`config.mk`:
```
export PLATFORM = sky130hd
export DESIGN_NAME = epx_regs
export DESIGN_NICKNAME = d
export VERILOG_FILES = /design/src/rtl/epx_pkg.sv /design/src/rtl/epx_regs.sv
export SDC_FILE = /design/constraint.sdc
export NUM_CORES = 1
export LEC_CHECK = 0
export BUFFER_PORTS_ARGS = -buffer_cell sky130_fd_sc_hd__buf_2
export CAP_MARGIN = 20
export CORE_ASPECT_RATIO = 1.5
export CORE_UTILIZATION = 47
export CTS_CLUSTER_DIAMETER = 120
export DETAILED_ROUTE_END_ITERATION = 6
export GPL_TIMING_DRIVEN = 0
export MAX_ROUTING_LAYER = met4
export PLACE_DENSITY = 0.79
export SLEW_MARGIN = 25
export SYNTH_ARGS = -nofsm -noshare
export SYNTH_HDL_FRONTEND = slang
export SYNTH_SLANG_ARGS = --single-unit
```
`constraint.sdc`:
```
create_clock -name clk -period 1.4 [get_ports clk]
set_input_delay 0.28 -clock clk [delete_from_list [all_inputs] [get_ports clk]]
set_output_delay 0.28 -clock clk [all_outputs]
set_load 0.02 [all_outputs]
```
`src/rtl/epx_pkg.sv`:
```
`timescale 1ns / 1ps
package epx_pkg;

  localparam int MAX_FRAMES_DEF = 4096;
  localparam int SINE_ENTRIES_DEF = 256;
  localparam longint unsigned HALF_PI_Q30 = 64'd1686629713;
  localparam logic [15:0] GAIN_MAX = 16'd32768;

  localparam logic [1:0] REG_POSITION = 2'd0;
  localparam logic [1:0] REG_TRIM_A = 2'd1;
  localparam logic [1:0] REG_TRIM_B = 2'd2;
  localparam logic [1:0] REG_MASTER = 2'd3;

  typedef struct packed {
    logic signed [15:0] deck_a_left;
    logic signed [15:0] deck_a_right;
    logic signed [15:0] deck_b_left;
    logic signed [15:0] deck_b_right;
    logic               last_of_block;
  } in_item_t;

  typedef struct packed {
    logic signed [15:0] mix_left;
    logic signed [15:0] mix_right;
    logic               metrics_valid;
    logic [15:0]        block_rms;
    logic [15:0]        transition_smoothness;
  } out_item_t;

  typedef struct packed {
    logic signed [15:0] crossfader_position;
    logic [15:0]        trim_a;
    logic [15:0]        trim_b;
    logic [15:0]        master_level;
  } cfg_t;

  typedef enum logic [4:0] {
    S_IDLE, S_GAIN_B, S_GAIN_A, S_AFA, S_ATA, S_BFB, S_BTB, S_ACC_S, S_MLO, S_MHI,
    S_ACC_V, S_ROUND, S_ELL, S_ERR, S_EACC, S_DIV_LOAD, S_DIV_RUN, S_SQRT_LOAD,
    S_SQRT_RUN, S_OUT
  } ctrl_state_t;

  typedef enum logic [4:0] {
    OP_NONE, OP_LOAD, OP_GAIN_B, OP_GAIN_A, OP_MUL_AFA, OP_MUL_TA, OP_MUL_BFB,
    OP_MUL_TB, OP_ACC_S, OP_MUL_LO, OP_MUL_HI, OP_ACC_V, OP_ROUND, OP_MUL_LL,
    OP_MUL_RR, OP_ACC_E, OP_DIV_LOAD, OP_DIV_STEP, OP_SQRT_LOAD, OP_SQRT_STEP, OP_OUT
  } dp_op_t;

  typedef struct packed {
    dp_op_t op;
    logic   ch;
  } dp_cmd_t;

  typedef struct packed {
    logic iter_done;
    logic last;
    logic out_busy;
  } dp_status_t;

  function automatic logic [15:0] clamp_gain(input logic [15:0] g);
    return (g > GAIN_MAX) ? GAIN_MAX : g;
  endfunction

endpackage

```
`src/rtl/epx_regs.sv`:
```
`timescale 1ns / 1ps
module epx_regs (
  input  logic               clk,
  input  logic               rst,
  input  logic               psel,
  input  logic               penable,
  input  logic               pwrite,
  input  logic [3:0]         paddr,
  input  logic [31:0]        pwdata,
  output logic [31:0]        prdata,
  output logic               pready,
  output epx_pkg::cfg_t      cfg
);

  logic wr;

  assign wr = psel && penable && pwrite;
  assign pready = 1'b1;

  always_ff @(posedge clk) begin
    if (rst) begin
      cfg.crossfader_position <= 16'sd0;
      cfg.trim_a <= 16'd16384;
      cfg.trim_b <= 16'd16384;
      cfg.master_level <= 16'd16384;
    end else if (wr) begin
      case (paddr[3:2])
        epx_pkg::REG_POSITION: cfg.crossfader_position <= pwdata[15:0];
        epx_pkg::REG_TRIM_A:   cfg.trim_a <= pwdata[15:0];
        epx_pkg::REG_TRIM_B:   cfg.trim_b <= pwdata[15:0];
        epx_pkg::REG_MASTER:   cfg.master_level <= pwdata[15:0];
        default: ;
      endcase
    end
  end

  always_comb begin
    case (paddr[3:2])
      epx_pkg::REG_POSITION: prdata = {16'd0, cfg.crossfader_position};
      epx_pkg::REG_TRIM_A:   prdata = {16'd0, cfg.trim_a};
      epx_pkg::REG_TRIM_B:   prdata = {16'd0, cfg.trim_b};
      epx_pkg::REG_MASTER:   prdata = {16'd0, cfg.master_level};
      default:               prdata = 32'd0;
    endcase
  end

endmodule

```
==> flow_results.xml <==
<?xml version="1.0" encoding="UTF-8"?>
<metrics>
  <group name="run_status">
    <metric name="run_status" unit="">finished with violations</metric>
    <metric name="violated_checks" unit="">setup timing</metric>
  </group>
  <group name="place">
    <metric name="port_buffers" unit="">101</metric>
    <metric name="pre_cts_ws" unit="ns">-0.3804</metric>
    <metric name="dp_hpwl" unit="mm">5.462</metric>
    <metric name="numPlacedInstances" unit="">462</metric>
    <metric name="gp_congestion" unit="">0.7792</metric>
  </group>
  <group name="die">
    <metric name="placeableCoreArea" unit="µm²">6486</metric>
    <metric name="design.portCount" unit="">138</metric>
    <metric name="floorplan.initialDensity" unit="">0.4838</metric>
    <metric name="die-width" unit="µm">68.72</metric>
    <metric name="num_rows" unit="">36</metric>
    <metric name="die_h" unit="µm">102.1</metric>
    <metric name="die-area" unit="µm²">7014</metric>
  </group>
  <group name="clock_network">
    <metric name="clock_insertion_delay_worst_skew" unit="ns">0.35</metric>
    <metric name="sinks_on_the_clock_net" unit="">64</metric>
    <metric name="cts-buffers-inserted" unit="">9</metric>
    <metric name="cts_tree" unit="">yes</metric>
    <metric name="cts_htree_levels" unit="">3</metric>
    <metric name="cts.reportedPaths.clkPinSlew" unit="ns">0.07</metric>
    <metric name="cts-root-buf" unit="">sky130_fd_sc_hd__clkbuf_8</metric>
    <metric name="cts_buffer_depth" unit="">2</metric>
  </group>
  <group name="layout">
    <metric name="n_antenna_cell" unit="">0</metric>
    <metric name="layout.core_utilization" unit="">0.6819</metric>
    <metric name="largest_register" unit="">cfg</metric>
    <metric name="final_common_cell" unit="">sky130_fd_sc_hd__buf_2</metric>
    <metric name="fraction_of_layout_instances_using_a_drive_strength_above_1" unit="">0.5556</metric>
    <metric name="finalNetCount" unit="">469</metric>
    <metric name="reg_top3" unit="">cfg: 64 flops</metric>
    <metric name="area_growth" unit="%">40.95</metric>
    <metric name="layout.cells.non_filler" unit="">508</metric>
    <metric name="final.fill_count" unit="">523</metric>
    <metric name="final_cell_mix" unit="">sky130_fd_sc_hd__buf_2, sky130_fd_sc_hd__mux2i_1, sky130_fd_sc_hd__nand2b_1</metric>
    <metric name="largest_register_ff_count" unit="">64</metric>
  </group>
  <group name="global_routing">
    <metric name="grt.overflow.total" unit="">0</metric>
    <metric name="antenna_found_initial" unit="">0</metric>
    <metric name="globalRouteTotalUtil" unit="">0.2667</metric>
    <metric name="grt_start_max_net_pins" unit="">11</metric>
    <metric name="grt_pass1_vias" unit="">2559</metric>
    <metric name="grt_first_pass_wirelength" unit="mm">12.67</metric>
  </group>
  <group name="critical_path">
    <metric name="crit_path_max_fanout" unit="">2</metric>
    <metric name="cp-end-kind" unit="">output port</metric>
    <metric name="cp-start-kind" unit="">flip-flop</metric>
    <metric name="arrival" unit="ns">1.31</metric>
    <metric name="reg2reg_depth" unit="">3</metric>
    <metric name="r2r-start" unit="">cfg[59]</metric>
    <metric name="ff2ff_setup_slack" unit="ns">0.55</metric>
    <metric name="rr_endpoint" unit="">cfg[59]</metric>
    <metric name="cp.required" unit="ns">1.12</metric>
    <metric name="end_of_the_critical_path" unit="">prdata[15]</metric>
    <metric name="criticalPathCategory" unit="">flip-flop to output port</metric>
    <metric name="timing.critical_path.from" unit="">cfg[15]</metric>
  </group>
  <group name="timing">
    <metric name="timing.final.setup_violations" unit="">16</metric>
    <metric name="timing.final.crit_period" unit="ns">1.591</metric>
    <metric name="final.setup_skew" unit="ns">0</metric>
    <metric name="max_clock_freq" unit="MHz">628.5</metric>
    <metric name="slew_violations" unit="">0</metric>
    <metric name="postLayoutSetupSlackWorst" unit="ns">-0.1911</metric>
    <metric name="report.final.hold_viol_count" unit="">0</metric>
    <metric name="grt_setup_unrepaired" unit="">true</metric>
    <metric name="min_period_over_period" unit="">1.136</metric>
    <metric name="relSlewSlack" unit="">0.6455</metric>
    <metric name="timing_worst_slew_pin_value" unit="ns">0.5317</metric>
  </group>
  <group name="yosys">
    <metric name="synth.mux.area_fraction" unit="">0.3190</metric>
    <metric name="synth_seq_cells" unit="">64</metric>
    <metric name="synth.cell_area" unit="µm²">3138</metric>
    <metric name="share_of_the_yosys_chip_area_belonging_to_registers" unit="">0.4083</metric>
    <metric name="yosysWarningCount" unit="">0</metric>
    <metric name="yosysUniqueCellTypes" unit="">18</metric>
    <metric name="netlist_top_cells_area" unit="">sky130_fd_sc_hd__dfxtp_1, sky130_fd_sc_hd__mux2i_1, sky130_fd_sc_hd__nand2b_1</metric>
    <metric name="post_synth_fa_ha_maj_area_fraction" unit="">0</metric>
    <metric name="synth-compound-area-share" unit="">0</metric>
    <metric name="synth_simple_gate_area_frac" unit="">0.1934</metric>
    <metric name="yosys.area.top_type_share" unit="">0.4083</metric>
    <metric name="post-synth-top-area-cell" unit="">sky130_fd_sc_hd__dfxtp_1</metric>
    <metric name="postSynthAreaPerCell" unit="µm²">11.62</metric>
    <metric name="synth_xor_area_frac" unit="">0</metric>
    <metric name="syn_inst" unit="">270</metric>
    <metric name="largest_family_of_logic_cells_by_synthesized_area" unit="">multiplexers</metric>
  </group>
  <group name="route">
    <metric name="first_pass_iters" unit="">4</metric>
    <metric name="routed_wirelength" unit="mm">8.432</metric>
    <metric name="viasPerCell" unit="">5.154</metric>
    <metric name="wl_per_cell" unit="µm">16.60</metric>
    <metric name="ant_nets" unit="">0</metric>
    <metric name="iteration_0_drc_count_of_the_detailed_router" unit="">85</metric>
    <metric name="detail_route.drc_violations" unit="">0</metric>
    <metric name="vias" unit="">2618</metric>
  </group>
  <group name="min_path">
    <metric name="hp-class" unit="">input pin to flip-flop</metric>
  </group>
  <group name="pwr">
    <metric name="power_density" unit="nW/µm²">902.3</metric>
    <metric name="vdd.ir_drop.worst" unit="V">0.0006415</metric>
    <metric name="total_leakage_power" unit="nW">2.297</metric>
  </group>
  <group name="run">
    <metric name="timing.max_cap.violations" unit="">0</metric>
  </group>
</metrics>
## layout make-up
type	count	area, µm²	area share
Buffer	35	271.5	0.06139
Clock buffer	13	168.9	0.03819
Clock inverter	2	37.54	0.008487
Multi-Input combinational cell	186	1672	0.3779
Sequential cell	64	1340	0.3030
Tap cell	76	95.09	0.02150
Timing Repair Buffer	132	838.3	0.1895
## critical path, cell delays in order (launching register included)
cell                      delay (ns)
sky130_fd_sc_hd__dfxtp_2        0.33
sky130_fd_sc_hd__mux4_2         0.47
sky130_fd_sc_hd__buf_6          0.15
## synthesized netlist by cell type
library cell,instances
sky130_fd_sc_hd__dfxtp_1,64
sky130_fd_sc_hd__mux2i_1,64
sky130_fd_sc_hd__nand2b_1,60
sky130_fd_sc_hd__buf_4,21
sky130_fd_sc_hd__or2b_1,17
sky130_fd_sc_hd__mux4_2,16
sky130_fd_sc_hd__clkbuf_1,9
sky130_fd_sc_hd__buf_6,4
sky130_fd_sc_hd__nor2_1,4
sky130_fd_sc_hd__conb_1,2
sky130_fd_sc_hd__nand3b_1,2
sky130_fd_sc_hd__and3_4,1
sky130_fd_sc_hd__buf_2,1
sky130_fd_sc_hd__nand3_2,1
sky130_fd_sc_hd__nand3_4,1
sky130_fd_sc_hd__nor3_4,1
sky130_fd_sc_hd__nor3b_2,1
sky130_fd_sc_hd__or3_1,1
## kinds of logic after synthesis
kind of cell / after synthesis
other: 2
flip-flops: 64
multiplexers: 80
AND/OR/NAND/NOR: 89
buffers and inverters: 35
## where the power goes
part / switching [mW] / internal [mW] / leakage, nW / total, mW
logic: 0.253 / 0.213 / 1.66 / 0.467
clock network: 0.702 / 0.959 / 0.102 / 1.66
registers: 0.0159 / 1.85 / 0.537 / 1.86
## routing by layer
layer,vias to the layer above,part of all wire,track usage
li1,1204,-,-
met1,1281,0.39,0.2915
met2,111,0.53,0.4457
met3,22,0.050,0.05246
met4,0,0.026,0.1397
met5,-,0,-
## through the flow
| step | instance area (µm²) | power, mW | setup TNS (ns) | hold slack (ns) |
|---|---|---|---|---|
| after floorplan | 3194 | 2.203 | 0 | 0.4354 |
| after global placement | 3795 | 2.321 | -5.144 | 0.4691 |
| after detailed placement | 3795 | 2.325 | -5.860 | 0.4803 |
| after CTS | 4384 | 3.991 | -2.707 | 0.1942 |
| after global routing | 4423 | 4.138 | -3.305 | 0.1919 |
| final | 4423 | 3.991 | -2.759 | 0.1872 |
## worst min path at each step
stage / start / end / slack [ns] / depth (start not counted)
after floorplan: pwdata[14] / cfg[62] / 0.44 / 2
after global placement: cfg[44] / cfg[44] / 0.47 / 2
after detailed placement: cfg[41] / cfg[41] / 0.48 / 2
after CTS: pwdata[14] / cfg[62] / 0.19 / 3
after global routing: pwdata[14] / cfg[62] / 0.19 / 3
final: pwdata[14] / cfg[62] / 0.19 / 3
## repair_timing
action | 4_1_cts | 5_1_grt
hold buffers | 0 | 0
setup endpoints to repair | 16 | 16
buffers inserted | 27 | 4
pin swaps | 0 | 0
resized for setup | 80 | 7
gates cloned | 0 | 0
Note: power is estimated with default switching activity, not from simulation.
