<file path="config.mk">
export PLATFORM = sky130hd
export DESIGN_NAME = epx_ctrl
export DESIGN_NICKNAME = d
export VERILOG_FILES = /design/src/rtl/epx_pkg.sv /design/src/rtl/epx_ctrl.sv
export SDC_FILE = /design/constraint.sdc
export NUM_CORES = 1
export LEC_CHECK = 0
export BUFFER_PORTS_ARGS = -buffer_cell sky130_fd_sc_hd__buf_2
export CAP_MARGIN = 25
export CORE_AREA = 2 2 39 41
export DETAILED_ROUTE_END_ITERATION = 8
export DIE_AREA = 0 0 41 43
export GPL_TIMING_DRIVEN = 0
export SLEW_MARGIN = 20
export SYNTH_ARGS = -nofsm -noshare
export SYNTH_HDL_FRONTEND = slang
export SYNTH_SLANG_ARGS = --single-unit
</file>
<file path="constraint.sdc">
create_clock -name clk -period 2.7 [get_ports clk]
set_input_delay 0.135 -clock clk [delete_from_list [all_inputs] [get_ports clk]]
set_output_delay 0.135 -clock clk [all_outputs]
set_load 0.005 [all_outputs]
</file>
<file path="src/rtl/epx_pkg.sv">
`timescale 1ns / 1ps
package epx_pkg;

  localparam int MAX_FRAMES_DEF = 4096;
  localparam int SINE_ENTRIES_DEF = 256;
  localparam longint unsigned HALF_PI_Q30 = 64'd1686629713;
  localparam logic [15:0] GAIN_MAX = 16'd32768;

  localparam logic [1:0] REG_POSITION = 2'd0;
  localparam logic [1:0] REG_TRIM_A = 2'd1;
  localparam logic [1:0] REG_TRIM_B = 2'd2;
  localparam logic [1:0] REG_MASTER = 2'd3;

  typedef struct packed {
    logic signed [15:0] deck_a_left;
    logic signed [15:0] deck_a_right;
    logic signed [15:0] deck_b_left;
    logic signed [15:0] deck_b_right;
    logic               last_of_block;
  } in_item_t;

  typedef struct packed {
    logic signed [15:0] mix_left;
    logic signed [15:0] mix_right;
    logic               metrics_valid;
    logic [15:0]        block_rms;
    logic [15:0]        transition_smoothness;
  } out_item_t;

  typedef struct packed {
    logic signed [15:0] crossfader_position;
    logic [15:0]        trim_a;
    logic [15:0]        trim_b;
    logic [15:0]        master_level;
  } cfg_t;

  typedef enum logic [4:0] {
    S_IDLE, S_GAIN_B, S_GAIN_A, S_AFA, S_ATA, S_BFB, S_BTB, S_ACC_S, S_MLO, S_MHI,
    S_ACC_V, S_ROUND, S_ELL, S_ERR, S_EACC, S_DIV_LOAD, S_DIV_RUN, S_SQRT_LOAD,
    S_SQRT_RUN, S_OUT
  } ctrl_state_t;

  typedef enum logic [4:0] {
    OP_NONE, OP_LOAD, OP_GAIN_B, OP_GAIN_A, OP_MUL_AFA, OP_MUL_TA, OP_MUL_BFB,
    OP_MUL_TB, OP_ACC_S, OP_MUL_LO, OP_MUL_HI, OP_ACC_V, OP_ROUND, OP_MUL_LL,
    OP_MUL_RR, OP_ACC_E, OP_DIV_LOAD, OP_DIV_STEP, OP_SQRT_LOAD, OP_SQRT_STEP, OP_OUT
  } dp_op_t;

  typedef struct packed {
    dp_op_t op;
    logic   ch;
  } dp_cmd_t;

  typedef struct packed {
    logic iter_done;
    logic last;
    logic out_busy;
  } dp_status_t;

  function automatic logic [15:0] clamp_gain(input logic [15:0] g);
    return (g > GAIN_MAX) ? GAIN_MAX : g;
  endfunction

endpackage

</file>
<file path="src/rtl/epx_ctrl.sv">
`timescale 1ns / 1ps
module epx_ctrl (
  input  logic                 clk,
  input  logic                 rst,
  input  logic                 in_valid,
  output logic                 in_stall,
  input  epx_pkg::dp_status_t  status,
  output epx_pkg::dp_cmd_t     cmd
);

  epx_pkg::ctrl_state_t state, state_next;
  logic ch, ch_next;

  always_ff @(posedge clk) begin
    if (rst) begin
      state <= epx_pkg::S_IDLE;
      ch <= 1'b0;
    end else begin
      state <= state_next;
      ch <= ch_next;
    end
  end

  always_comb begin
    state_next = state;
    ch_next = ch;
    case (state)
      epx_pkg::S_IDLE: begin
        ch_next = 1'b0;
        if (in_valid) state_next = epx_pkg::S_GAIN_B;
      end
      epx_pkg::S_GAIN_B:  state_next = epx_pkg::S_GAIN_A;
      epx_pkg::S_GAIN_A:  state_next = epx_pkg::S_AFA;
      epx_pkg::S_AFA:     state_next = epx_pkg::S_ATA;
      epx_pkg::S_ATA:     state_next = epx_pkg::S_BFB;
      epx_pkg::S_BFB:     state_next = epx_pkg::S_BTB;
      epx_pkg::S_BTB:     state_next = epx_pkg::S_ACC_S;
      epx_pkg::S_ACC_S:   state_next = epx_pkg::S_MLO;
      epx_pkg::S_MLO:     state_next = epx_pkg::S_MHI;
      epx_pkg::S_MHI:     state_next = epx_pkg::S_ACC_V;
      epx_pkg::S_ACC_V:   state_next = epx_pkg::S_ROUND;
      epx_pkg::S_ROUND: begin
        ch_next = !ch;
        state_next = ch ? epx_pkg::S_ELL : epx_pkg::S_AFA;
      end
      epx_pkg::S_ELL:     state_next = epx_pkg::S_ERR;
      epx_pkg::S_ERR:     state_next = epx_pkg::S_EACC;
      epx_pkg::S_EACC:    state_next = status.last ? epx_pkg::S_DIV_LOAD : epx_pkg::S_OUT;
      epx_pkg::S_DIV_LOAD: state_next = epx_pkg::S_DIV_RUN;
      epx_pkg::S_DIV_RUN: if (status.iter_done) state_next = epx_pkg::S_SQRT_LOAD;
      epx_pkg::S_SQRT_LOAD: state_next = epx_pkg::S_SQRT_RUN;
      epx_pkg::S_SQRT_RUN: if (status.iter_done) state_next = epx_pkg::S_OUT;
      epx_pkg::S_OUT:     if (!status.out_busy) state_next = epx_pkg::S_IDLE;
      default:            state_next = epx_pkg::S_IDLE;
    endcase
  end

  always_comb begin
    in_stall = (state != epx_pkg::S_IDLE);
    cmd.ch = ch;
    case (state)
      epx_pkg::S_IDLE:      cmd.op = in_valid ? epx_pkg::OP_LOAD : epx_pkg::OP_NONE;
      epx_pkg::S_GAIN_B:    cmd.op = epx_pkg::OP_GAIN_B;
      epx_pkg::S_GAIN_A:    cmd.op = epx_pkg::OP_GAIN_A;
      epx_pkg::S_AFA:       cmd.op = epx_pkg::OP_MUL_AFA;
      epx_pkg::S_ATA:       cmd.op = epx_pkg::OP_MUL_TA;
      epx_pkg::S_BFB:       cmd.op = epx_pkg::OP_MUL_BFB;
      epx_pkg::S_BTB:       cmd.op = epx_pkg::OP_MUL_TB;
      epx_pkg::S_ACC_S:     cmd.op = epx_pkg::OP_ACC_S;
      epx_pkg::S_MLO:       cmd.op = epx_pkg::OP_MUL_LO;
      epx_pkg::S_MHI:       cmd.op = epx_pkg::OP_MUL_HI;
      epx_pkg::S_ACC_V:     cmd.op = epx_pkg::OP_ACC_V;
      epx_pkg::S_ROUND:     cmd.op = epx_pkg::OP_ROUND;
      epx_pkg::S_ELL:       cmd.op = epx_pkg::OP_MUL_LL;
      epx_pkg::S_ERR:       cmd.op = epx_pkg::OP_MUL_RR;
      epx_pkg::S_EACC:      cmd.op = epx_pkg::OP_ACC_E;
      epx_pkg::S_DIV_LOAD:  cmd.op = epx_pkg::OP_DIV_LOAD;
      epx_pkg::S_DIV_RUN:   cmd.op = epx_pkg::OP_DIV_STEP;
      epx_pkg::S_SQRT_LOAD: cmd.op = epx_pkg::OP_SQRT_LOAD;
      epx_pkg::S_SQRT_RUN:  cmd.op = epx_pkg::OP_SQRT_STEP;
      epx_pkg::S_OUT:       cmd.op = epx_pkg::OP_OUT;
      default:              cmd.op = epx_pkg::OP_NONE;
    endcase
  end

  a_div_holds: assert property (@(posedge clk) disable iff (rst)
    (state == epx_pkg::S_DIV_RUN && !status.iter_done) |=> state == epx_pkg::S_DIV_RUN)
    else $error("divider left early");
  a_out_wait: assert property (@(posedge clk) disable iff (rst)
    (state == epx_pkg::S_OUT && status.out_busy) |=> state == epx_pkg::S_OUT)
    else $error("result dropped while output busy");

endmodule

</file>
==> results <==
- The number of nets handed over by synthesis was 73.
- The residual DRC count is 0.
- The clock root buffer is sky130_fd_sc_hd__clkbuf_4.
- After technology mapping, the gate count stands at 67.
- The via count of the first global-routing pass is 486.
- Once the clock tree was built, the setup fixing pass inserted 0 buffers.
- The mean instance size in the synthesized netlist is around 7.2 um^2.
- The net count of the finished layout is 90.
- The count of standard-cell rows is 14.
- The type of origin of the critical path is a flop.
- The clock latency on the worst-skew pair is roughly 0.23 ns.
- The worst path required time is roughly 2.6 ns.
- Measured on the finished design, the core utilization comes to roughly 42%.
- The power per unit of standard cell area is 464 nW/um^2.
- The endpoint class of the critical path is a primary output.
- The met2 global-route usage is 24.4%.
- The final cell count without fillers is slightly below 100.
- The final period utilization is ~58%.
- The effective utilization at floorplan is 35.1%.
- The vertical die dimension is around 43 um.
- The first detailed-routing pass took 4 iterations.
- The path class of the lowest-slack min-delay path is in -> reg.
- After synthesis the netlist holds a flip-flop and latch count of 6.
- The run finished with clean final reports.
- The CTS H-tree depth is 1.
- In the global route stage, overall resource usage came out at 16.3%.
- Yosys attributes the largest share of cell area to sky130_fd_sc_hd__dfxtp_1 (25%), sky130_fd_sc_hd__nor2_1 (7.7%), sky130_fd_sc_hd__buf_2 (4.1%).
- Summing the sequential cell areas from Yosys gives 24.7% of the chip area.
- The share of cells above drive strength 1 is 26.8%.
- The synthesized area is just under 500 um^2.
- Along the worst path, the maximum fanout reaches 10.
- Dividing the detail-routed wire length by the instance count gives approximately 12 um.
- The cell area reported after detailed placement is about 570 um^2.
- The number of hold violations in the final report is 0.
- The final number of setup-violating endpoints is 0.
- Data arrives at the worst endpoint at 1.44 ns.
- The number of resized instances in the post-cts repair step is 0.
- The congestion estimate from routability-driven global placement came to slightly above 0.7.
- The leakage power total is between 0.2 and 0.25 nW.
- The fmax is around 640 MHz.
- The clock-pin slew on the worst setup and hold paths is 0.04 ns.
- Once detail routing completed, the nets flagged for antenna violations numbered 0.
- In this run the tool buffered the top-level ports with 12 buffer cells.
- The first-pass GRT wire length is 1950 um.
- The violation count after the first detailed-route iteration is 16.
- The tree built by TritonCTS fans out to 6 sinks.
- The number of violations of the max-capacitance limit is 0.
- At the pin with the least slew margin, the transition time is 0.418 ns.
- Clock tree synthesis inserted a total of 3 buffers.
- The finished cells cover about 590 um^2.
- Dividing the detail-routed via count by the number of cells gives between 5 and 6.
- The maximum root-to-sink buffer count is 2.
- The number of pins with negative max-slew slack in the final report came to 0.
- Detailed routing inserted a total of between 500 and 600 vias.
- The number of hold-repair buffers added at the cts stage is 0.
- The I/O pin count is 13.
- In the global route stage, met3 resource usage came out at 1.57%.
- The global-route met1 utilization is 20.4%.
- After synthesis, the largest area contributor takes up 24.7% of total cell area.
- For this run the aggregate overflow at the end of global routing stands at 0.
- The Yosys warning count is 0.
- Across the routed clock network, the largest skew measured is between 0.0003 and 0.0004 ns.
- The post-synthesis cell type with the largest combined area is sky130_fd_sc_hd__dfxtp_1.
- The die covers 1760 um^2.
- The most common cell after layout, fill and taps aside is sky130_fd_sc_hd__buf_2.
- After detailed routing, the total wire length is ~1100 um.
- Relative to the synthesized area, the layout overhead comes to 21.1%.
- The horizontal die dimension is about 40 um.
- The clock tree from TritonCTS is done.
- The top cell types in the final layout, fill and taps aside, are sky130_fd_sc_hd__buf_2 (16), sky130_fd_sc_hd__nor2_1 (10), sky130_fd_sc_hd__dfxtp_1 (6).
- 0 antenna diodes ended up in the layout.
- Entering global routing, the biggest net connects 11 pins.
- Across the VDD grid, the largest voltage drop is about 0.18 mV.
- The clock period could shrink to roughly 1.6 ns.
- The number of different library cells in the post-synthesis netlist is 35.
- On the final layout, the worst hold slack is roughly 0.16 ns.
- Detailed placement finished with a half-perimeter wire length of between 800 and 900 um.
- For the final routed database, the setup TNS stands at 0 ns.
- The standard cell core area is between 1000 and 1500 um^2.
- The start-to-end type of the worst setup path is reg -> out.
- The number of antenna violations at the first check in global routing is 0.
- met2 is the most crowded layer.
- The number of placed instances, taps included, is 95.
- Setup repair after global routing left no endpoint under its margin.
- The worst pin sits at a relative slew slack of between 70 and 80%.
-- Yosys cell counts --
master / count
sky130_fd_sc_hd__dfxtp_1: 6
sky130_fd_sc_hd__o21a_1: 1
sky130_fd_sc_hd__o32ai_1: 2
sky130_fd_sc_hd__inv_2: 1
sky130_fd_sc_hd__and3b_1: 1
sky130_fd_sc_hd__or3b_1: 1
sky130_fd_sc_hd__xnor2_1: 1
sky130_fd_sc_hd__nor2b_1: 2
sky130_fd_sc_hd__mux2i_1: 1
sky130_fd_sc_hd__o21ai_1: 3
sky130_fd_sc_hd__o22ai_2: 1
sky130_fd_sc_hd__a22o_1: 1
sky130_fd_sc_hd__xor2_1: 2
sky130_fd_sc_hd__or4b_1: 1
sky130_fd_sc_hd__buf_2: 4
sky130_fd_sc_hd__nor2_1: 10
sky130_fd_sc_hd__o22a_1: 1
sky130_fd_sc_hd__inv_1: 1
sky130_fd_sc_hd__a21o_1: 1
sky130_fd_sc_hd__or3_1: 1
sky130_fd_sc_hd__nor3_1: 4
sky130_fd_sc_hd__nand4b_1: 1
sky130_fd_sc_hd__a31oi_1: 1
sky130_fd_sc_hd__clkbuf_1: 1
sky130_fd_sc_hd__a21oi_1: 3
sky130_fd_sc_hd__a41oi_1: 1
sky130_fd_sc_hd__nand2b_1: 1
sky130_fd_sc_hd__nor4_1: 1
sky130_fd_sc_hd__a31o_1: 1
sky130_fd_sc_hd__nand3_1: 3
sky130_fd_sc_hd__o21ai_0: 1
sky130_fd_sc_hd__nand2_1: 4
sky130_fd_sc_hd__a211oi_1: 1
sky130_fd_sc_hd__or2_1: 1
sky130_fd_sc_hd__buf_4: 1
-- final cells by class --
cell class / count / area, um^2
buffer: 6 / 31.3
clock buffer: 3 / 22.5
fill: 149 / 796
inverter: 2 / 7.51
multi-input combinational: 53 / 327
sequential: 6 / 120
tap: 16 / 20.0
timing repair buffer: 12 / 60.1
-- sequential cells by signal (all words and copies together), names as in the netlist --
register and flops:
state 5, ch 1
-- critical path, cell delays in order, from the launching register on --
cell                       delay (ns)
sky130_fd_sc_hd__dfxtp_1         0.40
sky130_fd_sc_hd__clkbuf_1        0.37
sky130_fd_sc_hd__nand3_1         0.15
sky130_fd_sc_hd__o21ai_0         0.15
sky130_fd_sc_hd__buf_2           0.13
-- cells by family (layout without fill, tap and decap cells) --
logic type	after synthesis	after routing	share of synthesized area, %
AO/OA/AOI/OAI	18	18	26.5
XOR/XNOR	3	3	5.41
buffers and inverters	8	23	7.99
flip-flops	6	6	24.7
multiplexers	1	1	2.06
AND/OR/NAND/NOR	31	31	33.3
-- metrics by stage --
stage	power [mW]	setup WS, ns
floorplan	0.166	1.38
global placement	0.197	1.28
detailed placement	0.197	1.31
CTS	0.278	1.12
global route	0.293	0.927
finish	0.273	1.13
-- report_power, final --
group	leakage, nW	switching (mW)	internal (mW)
Combinational	0.187	0.0504	0.0433
Clock	0.0138	0.0267	0.0499
Sequential	0.0489	0.00748	0.0952
-- worst paths after layout --
check	endpoint	depth (start not counted)	start	slack (ns)
setup reg to reg	state[1]$_SDFFE_PP0P_	4	state[3]$_SDFFE_PP0P_	1.31
setup / recovery	cmd[5]	4	state[3]$_SDFFE_PP0P_	1.13
hold reg to reg	ch$_SDFFE_PP0P_	2	ch$_SDFFE_PP0P_	0.60
hold / removal	state[4]$_SDFFE_PP0P_	2	rst	0.16
-- routing by layer --
| layer | part of all wire, % | vias to the layer above |
|---|---|---|
| met2 | 48 | 10 |
| met1 | 47 | 224 |
| li1 | - | 275 |
| met3 | 3.7 | 2 |
| met5 | 0 | - |
| met4 | 1.0 | 0 |
Power figures use the tool's default switching activity.
